==> config.mk <==
export PLATFORM = sky130hd
export DESIGN_NAME = tls_sni_extractor
export DESIGN_NICKNAME = d
export VERILOG_FILES = /design/src/hdl/tse_pkg.sv /design/src/hdl/tls_sni_extractor.sv
export SDC_FILE = /design/constraint.sdc
export NUM_CORES = 1
export LEC_CHECK = 0
export ABC_AREA = 1
export ABC_CLOCK_PERIOD_IN_PS = 6700
export BUFFER_PORTS_ARGS = -buffer_cell sky130_fd_sc_hd__buf_2
export CAP_MARGIN = 10
export CORE_ASPECT_RATIO = 0.75
export CORE_MARGIN = 2
export CORE_UTILIZATION = 60
export CTS_BUF_LIST = sky130_fd_sc_hd__clkbuf_8
export DETAILED_ROUTE_END_ITERATION = 12
export HOLD_SLACK_MARGIN = 0.15
export PLACE_DENSITY = 0.86
export SYNTH_ARGS = -nofsm -noshare
export SYNTH_HDL_FRONTEND = slang
export SYNTH_SLANG_ARGS = --single-unit
export TNS_END_PERCENT = 30
==> constraint.sdc <==
create_clock -name clk -period 6.7 [get_ports clk]
set_input_delay 0.67 -clock clk [delete_from_list [all_inputs] [get_ports clk]]
set_output_delay 0.67 -clock clk [all_outputs]
set_load 0.03 [all_outputs]
==> src/hdl/tse_pkg.sv <==
// ----------------------------------------------------------------------------
// tse_pkg: shared constants for the TLS server name extractor
// Buffer sizing, record and handshake codes, and verdict codes.
// ----------------------------------------------------------------------------
package tse_pkg;

    localparam int BUFFER_SIZE = 4096;

    localparam int BYTE_W  = 8;
    localparam int TOTAL_W = 12;
    localparam int WORD_W  = 16;

    // bytes left never exceed total_length, so its width is enough
    localparam int TOTAL_MAX = (1 << TOTAL_W) - 1;
    localparam int LEFT_W    = TOTAL_W;
    localparam logic [LEFT_W-1:0] LEFT_CAP =
        LEFT_W'((BUFFER_SIZE - 1 < TOTAL_MAX) ? BUFFER_SIZE - 1 : TOTAL_MAX);

    localparam logic [BYTE_W-1:0] REC_HANDSHAKE = 8'd22;
    localparam logic [BYTE_W-1:0] HS_CLIENT_HELLO = 8'd1;
    localparam logic [BYTE_W-1:0] CHAR_DOT   = 8'h2e;
    localparam logic [BYTE_W-1:0] CHAR_SLASH = 8'h2f;

    localparam logic [WORD_W-1:0] HDR_SKIP_LEN   = 16'd4;
    // handshake length (3) plus version and random (34)
    localparam logic [WORD_W-1:0] HELLO_SKIP_LEN = 16'd37;
    localparam logic [WORD_W-1:0] SNL_SKIP_LEN   = 16'd2;

    localparam logic [1:0] VERDICT_PENDING  = 2'd0;
    localparam logic [1:0] VERDICT_ACCEPTED = 2'd1;
    localparam logic [1:0] VERDICT_NO_NAME  = 2'd2;
    localparam logic [1:0] VERDICT_REJECTED = 2'd3;

endpackage

==> src/hdl/tls_sni_extractor.sv <==
// ----------------------------------------------------------------------------
// tls_sni_extractor: byte-serial ClientHello server name extractor
// Walks one peeked TLS record a byte at a time and streams out the host name.
// ----------------------------------------------------------------------------
// One input item (record byte) is taken every clock cycle unless the output
// register is stalled full and the item has a result. An item is held in the
// input register and its result is registered into the output register. The
// field state machine updates its phase and counters once per byte. A result
// is produced for each emitted host name byte and for the item marked tlast,
// which carries the final verdict (1 accepted, 2 no usable name, 3 rejected).
// Records are bounded to 4095 bytes; bytes past the data end read as zero.
// ----------------------------------------------------------------------------
module tls_sni_extractor
    import tse_pkg::*;
(
    input  logic        clk,
    input  logic        rst_n,
    input  logic        s_tvalid,
    output logic        s_tready,
    input  logic [23:0] s_tdata,   // [7:0] data_byte, [19:8] total_length, [23:20] zero
    input  logic        s_tlast,   // last_byte
    output logic        m_tvalid,
    input  logic        m_tready,
    output logic [15:0] m_tdata,   // [7:0] name_byte, [9:8] verdict, [15:10] zero
    output logic        m_tuser,   // name_byte_valid
    output logic        m_tlast    // done_res
);

    typedef enum logic [4:0] {
        PH_RTYPE, PH_SKIP_HDR, PH_HTYPE, PH_SKIP_HELLO, PH_SID_LEN, PH_SID_SKIP,
        PH_CS_HI, PH_CS_LO, PH_CS_SKIP, PH_CM_LEN, PH_CM_SKIP, PH_EXT_HI,
        PH_EXT_LO, PH_ET_HI, PH_ET_LO, PH_EL_HI, PH_EL_LO, PH_EXTD_SKIP,
        PH_SNL_SKIP, PH_NT, PH_NL_HI, PH_NL_LO, PH_NAME, PH_FAIL, PH_NAMED
    } phase_t;

    // input register
    logic                in_valid_reg;
    logic [BYTE_W-1:0]   in_byte_reg;
    logic [TOTAL_W-1:0]  in_total_reg;
    logic                in_last_reg;

    // parser state
    phase_t              ph_reg, ph_next;
    logic [WORD_W-1:0]   skip_reg, skip_next;
    logic [LEFT_W-1:0]   left_reg, left_next;
    logic [WORD_W-1:0]   acc_reg, acc_next;
    logic [WORD_W-1:0]   et_reg, et_next;
    logic                term_reg, term_next;
    logic                bad_reg, bad_next;
    logic                dec_reg, dec_next;

    // output register
    logic                out_valid_reg;
    logic [15:0]         out_data_reg;
    logic                out_user_reg;
    logic                out_last_reg;

    logic                emit;
    logic [BYTE_W-1:0]   name_byte;
    logic                run_finish;
    logic [LEFT_W-1:0]   left_cur;
    logic [WORD_W-1:0]   field_word;
    logic [WORD_W-1:0]   skip_dec;
    logic                produce;
    logic                out_free;
    logic                consume;
    logic [1:0]          verdict;

    assign field_word = {acc_reg[7:0], in_byte_reg};
    assign skip_dec   = skip_reg - 16'd1;
    assign left_cur   = (ph_reg == PH_RTYPE)
                        ? ((in_total_reg[LEFT_W-1:0] > LEFT_CAP) ? LEFT_CAP
                                                                 : in_total_reg[LEFT_W-1:0])
                        : left_reg;

    always_comb
    begin
        ph_next    = ph_reg;
        skip_next  = skip_reg;
        left_next  = left_reg;
        acc_next   = acc_reg;
        et_next    = et_reg;
        term_next  = term_reg;
        bad_next   = bad_reg;
        dec_next   = dec_reg;
        emit       = 1'b0;
        name_byte  = '0;
        run_finish = 1'b0;

        if (!dec_reg)
        begin
            if (left_cur != '0)
            begin
                left_next = left_cur - LEFT_W'(1);
                case (ph_reg)
                    PH_RTYPE:
                    begin
                        if (in_byte_reg == REC_HANDSHAKE)
                        begin
                            ph_next   = PH_SKIP_HDR;
                            skip_next = HDR_SKIP_LEN;
                        end
                        else
                        begin
                            ph_next  = PH_FAIL;
                            dec_next = 1'b1;
                        end
                    end
                    PH_HTYPE:
                    begin
                        if (in_byte_reg == HS_CLIENT_HELLO)
                        begin
                            ph_next   = PH_SKIP_HELLO;
                            skip_next = HELLO_SKIP_LEN;
                        end
                        else
                        begin
                            ph_next  = PH_FAIL;
                            dec_next = 1'b1;
                        end
                    end
                    PH_SID_LEN:
                    begin
                        if (in_byte_reg == '0)
                            ph_next = PH_CS_HI;
                        else
                        begin
                            ph_next   = PH_SID_SKIP;
                            skip_next = {8'd0, in_byte_reg};
                        end
                    end
                    PH_CM_LEN:
                    begin
                        if (in_byte_reg == '0)
                            ph_next = PH_EXT_HI;
                        else
                        begin
                            ph_next   = PH_CM_SKIP;
                            skip_next = {8'd0, in_byte_reg};
                        end
                    end
                    PH_CS_HI:
                    begin
                        acc_next = {8'd0, in_byte_reg};
                        ph_next  = PH_CS_LO;
                    end
                    PH_EXT_HI:
                    begin
                        acc_next = {8'd0, in_byte_reg};
                        ph_next  = PH_EXT_LO;
                    end
                    PH_ET_HI:
                    begin
                        acc_next = {8'd0, in_byte_reg};
                        ph_next  = PH_ET_LO;
                    end
                    PH_EL_HI:
                    begin
                        acc_next = {8'd0, in_byte_reg};
                        ph_next  = PH_EL_LO;
                    end
                    PH_NL_HI:
                    begin
                        acc_next = {8'd0, in_byte_reg};
                        ph_next  = PH_NL_LO;
                    end
                    PH_CS_LO:
                    begin
                        acc_next = field_word;
                        if (field_word == '0)
                            ph_next = PH_CM_LEN;
                        else
                        begin
                            ph_next   = PH_CS_SKIP;
                            skip_next = field_word;
                        end
                    end
                    PH_EXT_LO:
                    begin
                        acc_next = field_word;
                        // extensions length must fit in what is left
                        if (field_word > {{(WORD_W-LEFT_W){1'b0}}, left_next})
                        begin
                            ph_next  = PH_FAIL;
                            dec_next = 1'b1;
                        end
                        else
                        begin
                            left_next = field_word[LEFT_W-1:0];
                            ph_next   = PH_ET_HI;
                        end
                    end
                    PH_ET_LO:
                    begin
                        et_next = field_word;
                        ph_next = PH_EL_HI;
                    end
                    PH_EL_LO:
                    begin
                        acc_next = field_word;
                        if (et_reg != '0)
                        begin
                            if (field_word == '0)
                                ph_next = PH_ET_HI;
                            else
                            begin
                                ph_next   = PH_EXTD_SKIP;
                                skip_next = field_word;
                            end
                        end
                        else
                        begin
                            ph_next   = PH_SNL_SKIP;
                            skip_next = SNL_SKIP_LEN;
                        end
                    end
                    PH_NT:
                    begin
                        if (in_byte_reg == '0)
                            ph_next = PH_NL_HI;
                        else
                        begin
                            ph_next  = PH_FAIL;
                            dec_next = 1'b1;
                        end
                    end
                    PH_NL_LO:
                    begin
                        acc_next  = field_word;
                        skip_next = field_word;
                        if (field_word == '0)
                        begin
                            ph_next  = PH_NAMED;
                            dec_next = 1'b1;
                        end
                        else
                            ph_next = PH_NAME;
                    end
                    PH_NAME:
                    begin
                        if (!term_reg)
                        begin
                            if (in_byte_reg == '0)
                                term_next = 1'b1;
                            else
                            begin
                                emit      = 1'b1;
                                name_byte = in_byte_reg;
                                if (in_byte_reg == CHAR_SLASH)
                                    bad_next = 1'b1;
                                // leading dot: still at the first name byte
                                if (skip_reg == acc_reg && in_byte_reg == CHAR_DOT)
                                    bad_next = 1'b1;
                            end
                        end
                        skip_next = skip_dec;
                        if (skip_dec == '0)
                        begin
                            ph_next  = PH_NAMED;
                            dec_next = 1'b1;
                        end
                    end
                    PH_SKIP_HDR, PH_SKIP_HELLO, PH_SID_SKIP, PH_CS_SKIP,
                    PH_CM_SKIP, PH_EXTD_SKIP, PH_SNL_SKIP:
                    begin
                        skip_next = skip_dec;
                        if (skip_dec == '0)
                        begin
                            case (ph_reg)
                                PH_SKIP_HDR:   ph_next = PH_HTYPE;
                                PH_SKIP_HELLO: ph_next = PH_SID_LEN;
                                PH_SID_SKIP:   ph_next = PH_CS_HI;
                                PH_CS_SKIP:    ph_next = PH_CM_LEN;
                                PH_CM_SKIP:    ph_next = PH_EXT_HI;
                                PH_EXTD_SKIP:  ph_next = PH_ET_HI;
                                default:       ph_next = PH_NT;
                            endcase
                        end
                    end
                    default:
                    begin
                        ph_next  = PH_FAIL;
                        dec_next = 1'b1;
                    end
                endcase
                if (!dec_next && left_next == '0)
                    run_finish = 1'b1;
            end
            else
            begin
                left_next  = left_cur;
                run_finish = 1'b1;
            end
        end

        if (in_last_reg && !dec_next)
            run_finish = 1'b1;

        // Data exhausted: the rest reads as zeros. Only a walk already inside
        // the server name extension (or about to enter one) ends with a name.
        if (run_finish)
        begin
            left_next = '0;
            dec_next  = 1'b1;
            case (ph_next)
                PH_SNL_SKIP, PH_NT, PH_NL_HI, PH_NL_LO, PH_NAME:
                    ph_next = PH_NAMED;
                PH_ET_LO:
                    ph_next = (acc_next[7:0] != '0) ? PH_FAIL : PH_NAMED;
                PH_EL_HI, PH_EL_LO:
                    ph_next = (et_next != '0) ? PH_FAIL : PH_NAMED;
                default:
                    ph_next = PH_FAIL;
            endcase
        end
    end

    always_comb
    begin
        if (!in_last_reg)
            verdict = VERDICT_PENDING;
        else if (ph_next == PH_FAIL)
            verdict = VERDICT_NO_NAME;
        else if (bad_next)
            verdict = VERDICT_REJECTED;
        else
            verdict = VERDICT_ACCEPTED;
    end

    assign produce  = emit || in_last_reg;
    assign out_free = !out_valid_reg || m_tready;
    assign consume  = in_valid_reg && (out_free || !produce);
    assign s_tready = !in_valid_reg || consume;

    assign m_tvalid = out_valid_reg;
    assign m_tdata  = out_data_reg;
    assign m_tuser  = out_user_reg;
    assign m_tlast  = out_last_reg;

    always_ff @(posedge clk or negedge rst_n)
    begin
        if (!rst_n)
        begin
            in_valid_reg  <= 1'b0;
            in_byte_reg   <= '0;
            in_total_reg  <= '0;
            in_last_reg   <= 1'b0;
            ph_reg        <= PH_RTYPE;
            skip_reg      <= '0;
            left_reg      <= '0;
            acc_reg       <= '0;
            et_reg        <= '0;
            term_reg      <= 1'b0;
            bad_reg       <= 1'b0;
            dec_reg       <= 1'b0;
            out_valid_reg <= 1'b0;
            out_data_reg  <= '0;
            out_user_reg  <= 1'b0;
            out_last_reg  <= 1'b0;
        end
        else
        begin
            if (s_tvalid && s_tready)
            begin
                in_valid_reg <= 1'b1;
                in_byte_reg  <= s_tdata[7:0];
                in_total_reg <= s_tdata[19:8];
                in_last_reg  <= s_tlast;
            end
            else if (consume)
                in_valid_reg <= 1'b0;

            if (consume)
            begin
                if (in_last_reg)
                begin
                    ph_reg   <= PH_RTYPE;
                    skip_reg <= '0;
                    left_reg <= '0;
                    acc_reg  <= '0;
                    et_reg   <= '0;
                    term_reg <= 1'b0;
                    bad_reg  <= 1'b0;
                    dec_reg  <= 1'b0;
                end
                else
                begin
                    ph_reg   <= ph_next;
                    skip_reg <= skip_next;
                    left_reg <= left_next;
                    acc_reg  <= acc_next;
                    et_reg   <= et_next;
                    term_reg <= term_next;
                    bad_reg  <= bad_next;
                    dec_reg  <= dec_next;
                end
            end

            if (consume && produce)
            begin
                out_valid_reg <= 1'b1;
                out_data_reg  <= {6'd0, verdict, name_byte};
                out_user_reg  <= emit;
                out_last_reg  <= in_last_reg;
            end
            else if (m_tready)
                out_valid_reg <= 1'b0;
        end
    end

`ifndef SYNTHESIS
    a_final_verdict: assert property (@(posedge clk) disable iff (!rst_n)
        m_tvalid && m_tlast |-> m_tdata[9:8] != VERDICT_PENDING)
        else $error("final item without verdict");

    a_mid_needs_name: assert property (@(posedge clk) disable iff (!rst_n)
        m_tvalid && !m_tlast |-> m_tuser && m_tdata[9:8] == VERDICT_PENDING)
        else $error("non-final item without a name byte");

    a_decided_phase: assert property (@(posedge clk) disable iff (!rst_n)
        dec_reg |-> (ph_reg == PH_FAIL || ph_reg == PH_NAMED))
        else $error("decided flag set outside a final phase");

    a_bad_in_name: assert property (@(posedge clk) disable iff (!rst_n)
        bad_reg |-> (ph_reg == PH_NAME || ph_reg == PH_NAMED))
        else $error("name rejected outside the name walk");

    a_reset_after_last: assert property (@(posedge clk) disable iff (!rst_n)
        consume && in_last_reg |=> ph_reg == PH_RTYPE && !dec_reg && !bad_reg)
        else $error("parser not cleared after the last byte");
`endif

endmodule

==> results of run 1 <==
## cells by family (layout without fill, tap and decap cells)
kind of cell    count (synthesis)  after routing  synth area share
simple gates                  590            590             0.338
compound gates                216            216             0.179
buf+inv                       187            203             0.106
flops                         103            103             0.337
fa+ha+maj                      14             14            0.0229
xor+xnor                        9              9            0.0103
mux                             5              5           0.00735
other cells                     1              6          0.000490
## stage by stage
step	instance area, um^2	total power [mW]	utilization	cells
after CTS	8040	4.26	0.651	1312
after global placement	7840	3.78	0.635	1296
after global routing	8040	4.77	0.651	1312
after floorplan	7680	3.18	-	1130
final	8040	4.37	0.651	1312
after detailed placement	7840	3.85	0.635	1296
## worst reg2reg max path: cells and delay by family (launching register included)
| family | cells | cell delay, ns |
|---|---|---|
| flip-flops | 1 | 0.51 |
| adder cells (fa/ha/maj) | 1 | 0.29 |
| AND/OR/NAND/NOR | 25 | 3.75 |
| buffers and inverters | 4 | 0.77 |
| AO/OA/AOI/OAI | 2 | 0.60 |
## routing by layer
metal | track usage | up-vias
li1 | - | 3735
met1 | 0.505 | 3627
met2 | 0.514 | 497
met3 | 0.109 | 71
met4 | 0.0891 | 0
met5 | 0 | -
## where the power goes
part	switching, mW	leakage [nW]	internal, mW	total, mW
sequential	0.197	1.35	0.747	0.944
combinational	2.09	2.68	0.934	3.02
clock	0.254	0.101	0.148	0.401
## worst min-delay path by stage
stage / cells past startpoint / to / from
5_1_grt: 1 / m_tdata[6] / rst_n
3_5_place_dp: 2 / m_tlast / m_tlast
4_1_cts: 1 / m_tdata[6] / rst_n
6_report: 1 / m_tdata[6] / rst_n
2_1_floorplan: 0 / acc_reg[0] / rst_n
3_3_place_gp: 2 / left_reg[4] / left_reg[4]
## layout by cell type (no fill, tap or decap), types with 9 or more instances in the layout
cell type	count
sky130_fd_sc_hd__o31ai_1	18
sky130_fd_sc_hd__dfrtp_1	103
sky130_fd_sc_hd__ha_1	14
sky130_fd_sc_hd__inv_1	132
sky130_fd_sc_hd__o21ai_0	48
sky130_fd_sc_hd__nor2_1	128
sky130_fd_sc_hd__o22ai_1	28
sky130_fd_sc_hd__a21oi_1	49
sky130_fd_sc_hd__clkbuf_8	9
sky130_fd_sc_hd__nand4_1	25
sky130_fd_sc_hd__nand3_1	71
sky130_fd_sc_hd__nand2_2	11
sky130_fd_sc_hd__o21ai_1	17
sky130_fd_sc_hd__nor3_1	11
sky130_fd_sc_hd__nand2_1	312
sky130_fd_sc_hd__o21ai_2	21
sky130_fd_sc_hd__buf_2	37
## cell type report
type	instances	share of cell area
Multi-Input combinational cell	840	0.534
Clock buffer	9	0.0154
Sequential cell	103	0.321
Inverter	146	0.0688
Tap cell	166	0.0258
Clock inverter	7	0.00918
Timing Repair Buffer	41	0.0268
==> flow_results.xml, run 1 <==
<?xml version="1.0" encoding="UTF-8"?>
<metrics>
  <group name="run_status">
    <metric name="run_status" unit="">finished clean</metric>
  </group>
  <group name="min_path">
    <metric name="hold_class" unit="">primary input to asynchronous set/reset pin</metric>
  </group>
  <group name="synth">
    <metric name="yosysSeqAreaShare" unit="">0.337</metric>
    <metric name="synth_cells" unit="">1125</metric>
    <metric name="yosys.area.top_type_share" unit="">0.337</metric>
    <metric name="synthesis.area" unit="um^2">7660</metric>
    <metric name="synth-edff-count" unit="">0</metric>
    <metric name="synthMostInstantiatedCell" unit="">sky130_fd_sc_hd__nand2_1</metric>
    <metric name="synth_top_flop_cell" unit="">sky130_fd_sc_hd__dfrtp_1</metric>
    <metric name="async_reset_ff_frac" unit="">1.00</metric>
    <metric name="synthDominantAreaCellType" unit="">sky130_fd_sc_hd__dfrtp_1</metric>
    <metric name="netlist_top_cells_count" unit="">312 x sky130_fd_sc_hd__nand2_1, 132 x sky130_fd_sc_hd__inv_1, 128 x sky130_fd_sc_hd__nor2_1</metric>
    <metric name="netlist_top_cells_area" unit="">sky130_fd_sc_hd__dfrtp_1 34%, sky130_fd_sc_hd__nand2_1 15%, sky130_fd_sc_hd__inv_1 6.5%</metric>
    <metric name="synth_cell_types" unit="">53</metric>
    <metric name="yosys_warnings" unit="">0</metric>
    <metric name="postSynthAreaPerCell" unit="um^2">6.81</metric>
    <metric name="postSynthRegisterBits" unit="">103</metric>
  </group>
  <group name="grt">
    <metric name="grt_start_max_net_pins" unit="">77</metric>
    <metric name="grt_pass1_vias" unit="">7182</metric>
    <metric name="grt.overflow.total" unit="">0</metric>
    <metric name="antenna_found_initial" unit="">0</metric>
    <metric name="all_layer_global_routing_usage" unit="">0.350</metric>
    <metric name="grt_pass1_wl" unit="um">37200</metric>
  </group>
  <group name="timing">
    <metric name="worst_clock_skew" unit="ns">0.0118</metric>
    <metric name="timing_worst_slew_pin_value" unit="ns">1.19</metric>
    <metric name="fin_worst_hold_slack" unit="ns">0.166</metric>
    <metric name="fmax" unit="MHz">166</metric>
    <metric name="timing.final.crit_share" unit="">0.898</metric>
    <metric name="finalCriticalPeriod" unit="ns">6.02</metric>
    <metric name="rsz_0062_raised_after_global_routing" unit="">no</metric>
    <metric name="fin_setup_tns" unit="ns">0</metric>
    <metric name="timing.slew.headroom" unit="">0.199</metric>
    <metric name="setup_violations" unit="">0</metric>
    <metric name="worst_slack" unit="ns">0.681</metric>
    <metric name="final_report_hold_violation_count" unit="">0</metric>
    <metric name="final_max_slew_viol_count" unit="">0</metric>
  </group>
  <group name="detailed_routing">
    <metric name="uppermost_metal_layer_occupied_by_signal_nets" unit="">met4</metric>
    <metric name="detail_route.first_pass.iterations" unit="">7</metric>
    <metric name="detail_route.wirelength" unit="um">22900</metric>
    <metric name="detailroute.via_count" unit="">7930</metric>
    <metric name="drc_errors" unit="">0</metric>
    <metric name="wl_met1" unit="um">9830</metric>
    <metric name="met3WireLength" unit="um">3090</metric>
    <metric name="ant_nets" unit="">0</metric>
    <metric name="detailedRoute.firstIterationViolations" unit="">1038</metric>
    <metric name="dr_wl_met2" unit="um">9370</metric>
    <metric name="drt-wirelength-per-cell" unit="um">17.4</metric>
    <metric name="routed_via_density" unit="">6.04</metric>
  </group>
  <group name="setup_path">
    <metric name="cp.buffers_inverters" unit="">4</metric>
    <metric name="slowest_stage" unit="">sky130_fd_sc_hd__dfrtp_1</metric>
    <metric name="rr_endpoint" unit="">m_tdata[9]</metric>
    <metric name="critical_path_required" unit="ns">7.00</metric>
    <metric name="worstRegToRegCells" unit="">32</metric>
    <metric name="timing.rr.start" unit="">ph_reg[3]</metric>
    <metric name="critPathArrivalTime" unit="ns">6.32</metric>
    <metric name="critPathLaunch" unit="">ph_reg[3]</metric>
    <metric name="critical_path.max_stage_delay" unit="ns">0.51</metric>
    <metric name="worstSetupEndpointType" unit="">flip-flop</metric>
    <metric name="worst-path-max-fanout" unit="">16</metric>
    <metric name="path_depth" unit="">32</metric>
    <metric name="cell_repeated_most_along_the_worst_path" unit="">sky130_fd_sc_hd__nand2_1</metric>
    <metric name="register_to_register_setup_slack" unit="ns">0.68</metric>
    <metric name="timing.setup.critical_path_class" unit="">flip-flop to flip-flop</metric>
    <metric name="worst_setup_path_endpoint" unit="">m_tdata[9]</metric>
    <metric name="kind_of_cell_adding_the_most_delay_to_the_critical_path" unit="">simple AND/OR/NAND/NOR gates</metric>
    <metric name="critical_path_source_type" unit="">flip-flop</metric>
  </group>
  <group name="layout">
    <metric name="antenna_cells_inserted" unit="">0</metric>
    <metric name="fillers" unit="">1080</metric>
    <metric name="multiInputGateArea" unit="um^2">4290</metric>
    <metric name="final_layout_size_suffix_gt1_frac" unit="">0.113</metric>
    <metric name="ff_latch_area" unit="um^2">2580</metric>
    <metric name="design.final.nets" unit="">1184</metric>
    <metric name="syn2layout_area_growth" unit="%">5.02</metric>
  </group>
  <group name="die">
    <metric name="placement_rows" unit="">35</metric>
    <metric name="io_pins" unit="">49</metric>
    <metric name="floorplan.die.width" unit="um">134</metric>
    <metric name="die_y" unit="um">102</metric>
    <metric name="floorplan.initialDensity" unit="">0.620</metric>
    <metric name="core_area" unit="um^2">12300</metric>
    <metric name="floorplan.die_area" unit="um^2">13700</metric>
  </group>
  <group name="clock_network">
    <metric name="clk_tree_root_cell" unit="">sky130_fd_sc_hd__clkbuf_8</metric>
    <metric name="cts_hold_buffers" unit="">0</metric>
    <metric name="cts_num_sinks" unit="">103</metric>
    <metric name="tritoncts" unit="">yes</metric>
    <metric name="worstSkewPairLatency" unit="ns">0.40</metric>
    <metric name="ctsLongestPathBuffers" unit="">2</metric>
    <metric name="ctsResizeCount" unit="">0</metric>
    <metric name="post-cts-setup-buffers" unit="">0</metric>
    <metric name="clk_transition_reported_paths" unit="ns">0.11</metric>
    <metric name="cts_made_buffers" unit="">9</metric>
    <metric name="htreeDepth" unit="">3</metric>
  </group>
  <group name="pwr">
    <metric name="irDropWorstVdd" unit="mV">0.308</metric>
    <metric name="total_leakage_power" unit="nW">4.13</metric>
    <metric name="cellPowerDensity" unit="nW/um^2">543</metric>
  </group>
  <group name="placement">
    <metric name="place_ws" unit="ns">0.888</metric>
    <metric name="port_buffers" unit="">38</metric>
    <metric name="gpl.final_weighted_congestion" unit="">1.05</metric>
    <metric name="post-dp-hpwl" unit="um">17400</metric>
  </group>
  <group name="run">
    <metric name="cap_violations" unit="">0</metric>
  </group>
</metrics>
(Power assumes the default switching activity.)
==> inputs of run 2 (changes only) <==
Settings changed: CTS_CLUSTER_SIZE set to 24, GPL_TIMING_DRIVEN set to 0, SLEW_MARGIN set to 20.
==> run 2 against run 1 <==
  * First-iteration DRC count increased by 8.2%
  * Register-to-register slack better by 0.65 ns
  * Final area is 3.5% higher
  * Setup slack gained 0.65 ns
  * Clock power is 3% higher
  * Count of clock-buffer cells in the layout unchanged
  * Sequential power down 3.6%
  * Clock skew grew 0.019 ns
  * Non-clock buffer count is 39 higher
  * Routed wire length rose by 8.2%
  * Hold slack got worse by 0.0055 ns
  * Highest routed layer unchanged
==> flow_results.xml, run 2 (same netlist as run 1, synthesis figures left out) <==
<?xml version="1.0" encoding="UTF-8"?>
<metrics>
  <group name="run_status">
    <metric name="run_status" unit="">finished clean</metric>
  </group>
  <group name="detailed_routing">
    <metric name="detailedRoute.firstIterationViolations" unit="">1123</metric>
    <metric name="detail_route.first_pass.iterations" unit="">5</metric>
    <metric name="drt-wirelength-per-cell" unit="um">18.3</metric>
    <metric name="drc_errors" unit="">0</metric>
    <metric name="ant_nets" unit="">0</metric>
    <metric name="routed_via_density" unit="">6.02</metric>
    <metric name="detailroute.via_count" unit="">8128</metric>
    <metric name="detail_route.wirelength" unit="um">24800</metric>
  </group>
  <group name="die">
    <metric name="floorplan.die_area" unit="um^2">13700</metric>
    <metric name="floorplan.initialDensity" unit="">0.620</metric>
    <metric name="core_area" unit="um^2">12300</metric>
    <metric name="floorplan.die.width" unit="um">134</metric>
    <metric name="die_y" unit="um">102</metric>
    <metric name="placement_rows" unit="">35</metric>
    <metric name="io_pins" unit="">49</metric>
  </group>
  <group name="timing">
    <metric name="fmax" unit="MHz">186</metric>
    <metric name="timing_worst_slew_pin_value" unit="ns">0.824</metric>
    <metric name="worst_clock_skew" unit="ns">0.0304</metric>
    <metric name="timing.final.crit_share" unit="">0.801</metric>
    <metric name="setup_violations" unit="">0</metric>
    <metric name="final_report_hold_violation_count" unit="">0</metric>
    <metric name="worst_slack" unit="ns">1.33</metric>
    <metric name="timing.slew.headroom" unit="">0.447</metric>
    <metric name="rsz_0062_raised_after_global_routing" unit="">no</metric>
    <metric name="finalCriticalPeriod" unit="ns">5.37</metric>
    <metric name="fin_setup_tns" unit="ns">0</metric>
    <metric name="final_max_slew_viol_count" unit="">0</metric>
  </group>
  <group name="setup_path">
    <metric name="cell_repeated_most_along_the_worst_path" unit="">sky130_fd_sc_hd__nand2_1</metric>
    <metric name="critPathArrivalTime" unit="ns">5.67</metric>
    <metric name="kind_of_cell_adding_the_most_delay_to_the_critical_path" unit="">simple AND/OR/NAND/NOR gates</metric>
    <metric name="critical_path.max_stage_delay" unit="ns">0.51</metric>
    <metric name="worst-path-max-fanout" unit="">10</metric>
    <metric name="timing.setup.critical_path_class" unit="">flip-flop to flip-flop</metric>
    <metric name="critical_path_source_type" unit="">flip-flop</metric>
    <metric name="slowest_stage" unit="">sky130_fd_sc_hd__dfrtp_1</metric>
    <metric name="cp.buffers_inverters" unit="">4</metric>
    <metric name="worstSetupEndpointType" unit="">flip-flop</metric>
    <metric name="critical_path_required" unit="ns">7.00</metric>
  </group>
  <group name="grt">
    <metric name="grt_start_max_net_pins" unit="">64</metric>
    <metric name="grt_pass1_wl" unit="um">40000</metric>
    <metric name="all_layer_global_routing_usage" unit="">0.381</metric>
    <metric name="grt_pass1_vias" unit="">7518</metric>
    <metric name="grt.overflow.total" unit="">0</metric>
    <metric name="antenna_found_initial" unit="">0</metric>
  </group>
  <group name="clock_network">
    <metric name="cts_made_buffers" unit="">9</metric>
    <metric name="clk_tree_root_cell" unit="">sky130_fd_sc_hd__clkbuf_8</metric>
    <metric name="htreeDepth" unit="">3</metric>
    <metric name="cts_num_sinks" unit="">103</metric>
    <metric name="tritoncts" unit="">yes</metric>
    <metric name="cts_hold_buffers" unit="">0</metric>
    <metric name="ctsLongestPathBuffers" unit="">2</metric>
    <metric name="worstSkewPairLatency" unit="ns">0.40</metric>
    <metric name="clk_transition_reported_paths" unit="ns">0.13</metric>
    <metric name="ctsResizeCount" unit="">0</metric>
    <metric name="post-cts-setup-buffers" unit="">0</metric>
  </group>
  <group name="placement">
    <metric name="post-dp-hpwl" unit="um">19100</metric>
    <metric name="port_buffers" unit="">38</metric>
    <metric name="place_ws" unit="ns">1.57</metric>
    <metric name="gpl.final_weighted_congestion" unit="">1.06</metric>
  </group>
  <group name="layout">
    <metric name="layout_common_cells" unit="">312 x sky130_fd_sc_hd__nand2_1, 132 x sky130_fd_sc_hd__inv_1, 128 x sky130_fd_sc_hd__nor2_1, 103 x sky130_fd_sc_hd__dfrtp_1, 71 x sky130_fd_sc_hd__nand3_1</metric>
    <metric name="syn2layout_area_growth" unit="%">8.69</metric>
    <metric name="design.final.nets" unit="">1223</metric>
    <metric name="final_layout_size_suffix_gt1_frac" unit="">0.133</metric>
    <metric name="final_core_utilization" unit="">0.674</metric>
    <metric name="final_common_cell" unit="">sky130_fd_sc_hd__nand2_1</metric>
    <metric name="antenna_cells_inserted" unit="">0</metric>
  </group>
  <group name="pwr">
    <metric name="pwr-share-seq" unit="">0.203</metric>
    <metric name="total_power" unit="mW">4.48</metric>
    <metric name="p_comb_frac" unit="">0.705</metric>
    <metric name="power_switching" unit="mW">2.60</metric>
    <metric name="total_leakage_power" unit="nW">4.28</metric>
    <metric name="swShare" unit="">0.580</metric>
    <metric name="irDropWorstVdd" unit="mV">0.269</metric>
    <metric name="internal_power" unit="mW">1.88</metric>
    <metric name="cellPowerDensity" unit="nW/um^2">538</metric>
    <metric name="clock_power_share" unit="">0.092</metric>
  </group>
  <group name="min_path">
    <metric name="hold_class" unit="">primary input to asynchronous set/reset pin</metric>
  </group>
  <group name="run">
    <metric name="cap_violations" unit="">0</metric>
  </group>
</metrics>
==> run 2: changes by cell type in the layout (fill, tap and decap cells not counted) <==
cell,delta
sky130_fd_sc_hd__a211oi_2,+1
sky130_fd_sc_hd__clkinv_8,+2
sky130_fd_sc_hd__buf_6,+7
sky130_fd_sc_hd__buf_2,+11
sky130_fd_sc_hd__inv_8,-1
sky130_fd_sc_hd__a211oi_1,-1
sky130_fd_sc_hd__buf_4,+7
sky130_fd_sc_hd__o21ai_0,-1
sky130_fd_sc_hd__clkbuf_2,+1
sky130_fd_sc_hd__buf_16,+1
sky130_fd_sc_hd__clkbuf_1,+12
sky130_fd_sc_hd__o21ai_1,+1
sky130_fd_sc_hd__inv_6,-1
==> run 2: cell type report <==
class                   count  area, um^2
clock buffers               9         124
repair buffers             39         224
inverters                 146         553
fillers                  1122        4030
clock inverters             7        86.3
flip-flops and latches    103        2580
well taps                 166         208
multi-input cells         840        4300
plain buffers              41         255
==> run 2: metal layers <==
layer  track usage  vias up  routed length [um]
met5             0        -                   0
met4         0.116        0                 764
met3         0.132       63                3230
met2         0.565      494               10200
met1         0.531     3760               10600
li1              -     3811                   -
==> run 2: power groups by stage <==
stage,logic (mW),clock network (mW),registers (mW)
global placement,2.97,0,0.910
finish,3.16,0.414,0.910
floorplan,2.30,0,0.880
detailed placement,3.04,0,0.912
global route,3.51,0.436,0.923
CTS,3.05,0.415,0.901
==> run 2: final timing paths <==
check | start | to | slack [ns] | cells past startpoint
hold / removal | rst_n | ph_reg[0] | 0.16 | 1
max in group asynchronous | rst_n | acc_reg[6] | 5.88 | 2
min in group clk | m_tdata[8] | m_tdata[8] | 0.50 | 2
setup reg to reg | ph_reg[3] | m_tdata[9] | 1.33 | 32
hold reg to reg | m_tdata[8] | m_tdata[8] | 0.50 | 2
setup / recovery | ph_reg[3] | m_tdata[9] | 1.33 | 32
==> run 2: worst register-to-register path: cells and delay by family (launching register included) <==
family / cells / cell delay, ns
DFF: 1 / 0.51
adders and majority gates: 1 / 0.29
and+or+nand+nor: 25 / 3.06
AOI/OAI and AO/OA: 2 / 0.73
buffers and inverters: 4 / 0.66
==> run 2: through the flow <==
stage / hold slack, ns / area (um^2) / cells
finish: 0.161 / 8320 / 1351
detailed placement: 0.466 / 8110 / 1335
global placement: 0.460 / 8070 / 1334
global route: 0.184 / 8320 / 1351
CTS: 0.180 / 8320 / 1351
floorplan: 0.374 / 7680 / 1130
==> inputs of run 3 (changes only) <==
Settings changed: ABC_CLOCK_PERIOD_IN_PS 6700 to 4450, CORE_UTILIZATION 60 to 58, PLACE_DENSITY 0.86 to 0.87.
Clock period 6.7 ns to 4.45 ns, I/O delays scaled along.
==> run 3 against run 2 <==
  * The run now ends with negative setup slack left
  * Sequential power increased by 53%
  * Clock skew fell by 0.013 ns
  * Register-to-register slack got worse by 1.4 ns
  * Flip-flop and latch count is the same
  * Total power up 76%
  * Sequential share of layout area decreased by 2.1 points
  * Utilization grew 1.9 points
  * Die area up 3.3%
  * Hold slack better by 0.10 ns
  * Cell count grew 2.5%
  * Via count up 5.2%
  * Critical endpoint unchanged
==> flow_results.xml, run 3 (same netlist as run 1, synthesis figures left out) <==
<?xml version="1.0" encoding="UTF-8"?>
<metrics>
  <group name="detailed_routing">
    <metric name="drc_errors" unit="">0</metric>
    <metric name="detailroute.via_count" unit="">8548</metric>
    <metric name="detail_route.first_pass.iterations" unit="">6</metric>
    <metric name="detail_route.wirelength" unit="um">27800</metric>
    <metric name="ant_nets" unit="">0</metric>
    <metric name="drt-wirelength-per-cell" unit="um">20.1</metric>
    <metric name="detailedRoute.firstIterationViolations" unit="">1191</metric>
    <metric name="routed_via_density" unit="">6.17</metric>
  </group>
  <group name="clock_network">
    <metric name="htreeDepth" unit="">3</metric>
    <metric name="cts_num_sinks" unit="">103</metric>
    <metric name="cts_made_buffers" unit="">9</metric>
    <metric name="clk_transition_reported_paths" unit="ns">0.11</metric>
    <metric name="ctsLongestPathBuffers" unit="">2</metric>
    <metric name="clk_tree_root_cell" unit="">sky130_fd_sc_hd__clkbuf_8</metric>
    <metric name="worstSkewPairLatency" unit="ns">0.41</metric>
    <metric name="tritoncts" unit="">yes</metric>
  </group>
  <group name="setup_path">
    <metric name="critical_path_source_type" unit="">flip-flop</metric>
    <metric name="timing.setup.critical_path_class" unit="">flip-flop to flip-flop</metric>
    <metric name="critical_path_required" unit="ns">4.76</metric>
    <metric name="critical_path.max_stage_delay" unit="ns">0.46</metric>
    <metric name="slowest_stage" unit="">sky130_fd_sc_hd__dfrtp_2</metric>
    <metric name="kind_of_cell_adding_the_most_delay_to_the_critical_path" unit="">simple AND/OR/NAND/NOR gates</metric>
    <metric name="worst-path-max-fanout" unit="">8</metric>
    <metric name="worstSetupEndpointType" unit="">flip-flop</metric>
    <metric name="cp.buffers_inverters" unit="">4</metric>
    <metric name="critPathArrivalTime" unit="ns">4.83</metric>
  </group>
  <group name="run_status">
    <metric name="violations" unit="">negative setup slack</metric>
    <metric name="run_status" unit="">finished with violations</metric>
  </group>
  <group name="grt">
    <metric name="grt_pass1_wl" unit="um">40100</metric>
    <metric name="antenna_found_initial" unit="">0</metric>
    <metric name="grt_start_max_net_pins" unit="">63</metric>
    <metric name="grt_pass1_vias" unit="">7504</metric>
    <metric name="all_layer_global_routing_usage" unit="">0.369</metric>
    <metric name="grt.overflow.total" unit="">0</metric>
  </group>
  <group name="layout">
    <metric name="multiInputGateArea" unit="um^2">4590</metric>
    <metric name="final_common_cell" unit="">sky130_fd_sc_hd__nand2_1</metric>
    <metric name="design.final.nets" unit="">1252</metric>
    <metric name="ff_latch_area" unit="um^2">2580</metric>
    <metric name="fillers" unit="">1026</metric>
    <metric name="final_core_utilization" unit="">0.693</metric>
    <metric name="final_layout_size_suffix_gt1_frac" unit="">0.196</metric>
    <metric name="layout_common_cells" unit="">295 x sky130_fd_sc_hd__nand2_1, 126 x sky130_fd_sc_hd__inv_1, 123 x sky130_fd_sc_hd__nor2_1, 98 x sky130_fd_sc_hd__dfrtp_1, 67 x sky130_fd_sc_hd__nand3_1</metric>
    <metric name="syn2layout_area_growth" unit="%">17.0</metric>
    <metric name="antenna_cells_inserted" unit="">0</metric>
  </group>
  <group name="pwr">
    <metric name="cellPowerDensity" unit="nW/um^2">881</metric>
    <metric name="irDropWorstVdd" unit="mV">0.492</metric>
    <metric name="total_leakage_power" unit="nW">4.52</metric>
  </group>
  <group name="timing">
    <metric name="finalCriticalPeriod" unit="ns">4.51</metric>
    <metric name="timing_worst_slew_pin_value" unit="ns">0.959</metric>
    <metric name="worst_clock_skew" unit="ns">0.0175</metric>
    <metric name="timing.final.crit_share" unit="">1.01</metric>
    <metric name="fmax" unit="MHz">222</metric>
    <metric name="rsz_0062_raised_after_global_routing" unit="">yes</metric>
    <metric name="timing.slew.headroom" unit="">0.356</metric>
    <metric name="final_report_hold_violation_count" unit="">0</metric>
    <metric name="worst_slack" unit="ns">-0.0644</metric>
    <metric name="final_max_slew_viol_count" unit="">0</metric>
    <metric name="setup_violations" unit="">3</metric>
  </group>
  <group name="die">
    <metric name="placement_rows" unit="">36</metric>
    <metric name="die_y" unit="um">104</metric>
    <metric name="floorplan.die_area" unit="um^2">14100</metric>
    <metric name="core_area" unit="um^2">12900</metric>
    <metric name="floorplan.die.width" unit="um">137</metric>
    <metric name="io_pins" unit="">49</metric>
    <metric name="floorplan.initialDensity" unit="">0.592</metric>
  </group>
  <group name="run">
    <metric name="cap_violations" unit="">0</metric>
  </group>
  <group name="placement">
    <metric name="gpl.final_weighted_congestion" unit="">1.04</metric>
    <metric name="post-dp-hpwl" unit="um">19500</metric>
    <metric name="port_buffers" unit="">38</metric>
    <metric name="place_ws" unit="ns">-0.641</metric>
  </group>
  <group name="min_path">
    <metric name="hold_class" unit="">primary input to flip-flop</metric>
  </group>
</metrics>
run 3: changes by cell type in the layout (fill, tap and decap cells not counted), sizes merged:
cell,before,now
buf,67,94
dlygate4sd3,0,1
clkinvlp,0,2
clkinv,10,4
inv,143,146
clkbuf,22,23
bufinv,0,1
run 3: cell type report:
cell class,count,share of cell area
well taps,171,0.0239
multi-input cells,840,0.512
plain buffers,41,0.0311
inverters,146,0.0634
flip-flops and latches,103,0.288
repair buffers,68,0.0571
clock inverters,7,0.00978
clock buffers,9,0.0138
run 3: what timing repair did:
action                                  CTS  global route
cloned                                    0             2
endpoints found under the setup margin   18            18
endpoints found under the hold margin    41             0
hold buffers                              1             0
pin swaps                                 3            36
setup buffers                             6            20
resized for setup                        21            76
run 3: worst paths after layout:
kind | slack, ns | end | depth (start not counted) | startpoint
max | -0.06 | m_tdata[9] | 33 | ph_reg[3]
max in group asynchronous | 3.27 | skip_reg[10] | 3 | rst_n
min reg2reg | 0.49 | m_tlast | 2 | m_tlast
min | 0.26 | in_total_reg[1] | 2 | s_tdata[9]
max reg2reg | -0.06 | m_tdata[9] | 33 | ph_reg[3]
min in group asynchronous | 0.53 | m_tdata[1] | 2 | rst_n
run 3: metal layers:
metal	GRT usage	routed length, um	vias to the layer above	part of all wire
li1	-	-	3869	-
met1	0.551	11400	3925	0.41
met2	0.532	11800	629	0.42
met3	0.0793	3560	125	0.13
met4	0.109	1020	0	0.037
met5	0.0370	0	-	0
run 3: where the power goes:
part / internal (mW) / total (mW) / switching (mW)
clock: 0.274 / 0.663 / 0.389
sequential: 1.13 / 1.39 / 0.260
combinational: 2.00 / 5.84 / 3.84
total: 3.40 / 7.89 / 4.49
run 3: through the flow:
step                std cells  setup TNS (ns)  area, um^2  total power, mW  hold slack (ns)
finish                   1385          -0.132        8960             7.89            0.261
global placement         1339           -8.89        8080             5.90            0.458
detailed placement       1340           -8.96        8110             5.96            0.393
global route             1385           -2.60        8960             8.39            0.267
CTS                      1363         -0.0196        8440             6.75            0.257
floorplan                1130               0        7680             4.78            0.149
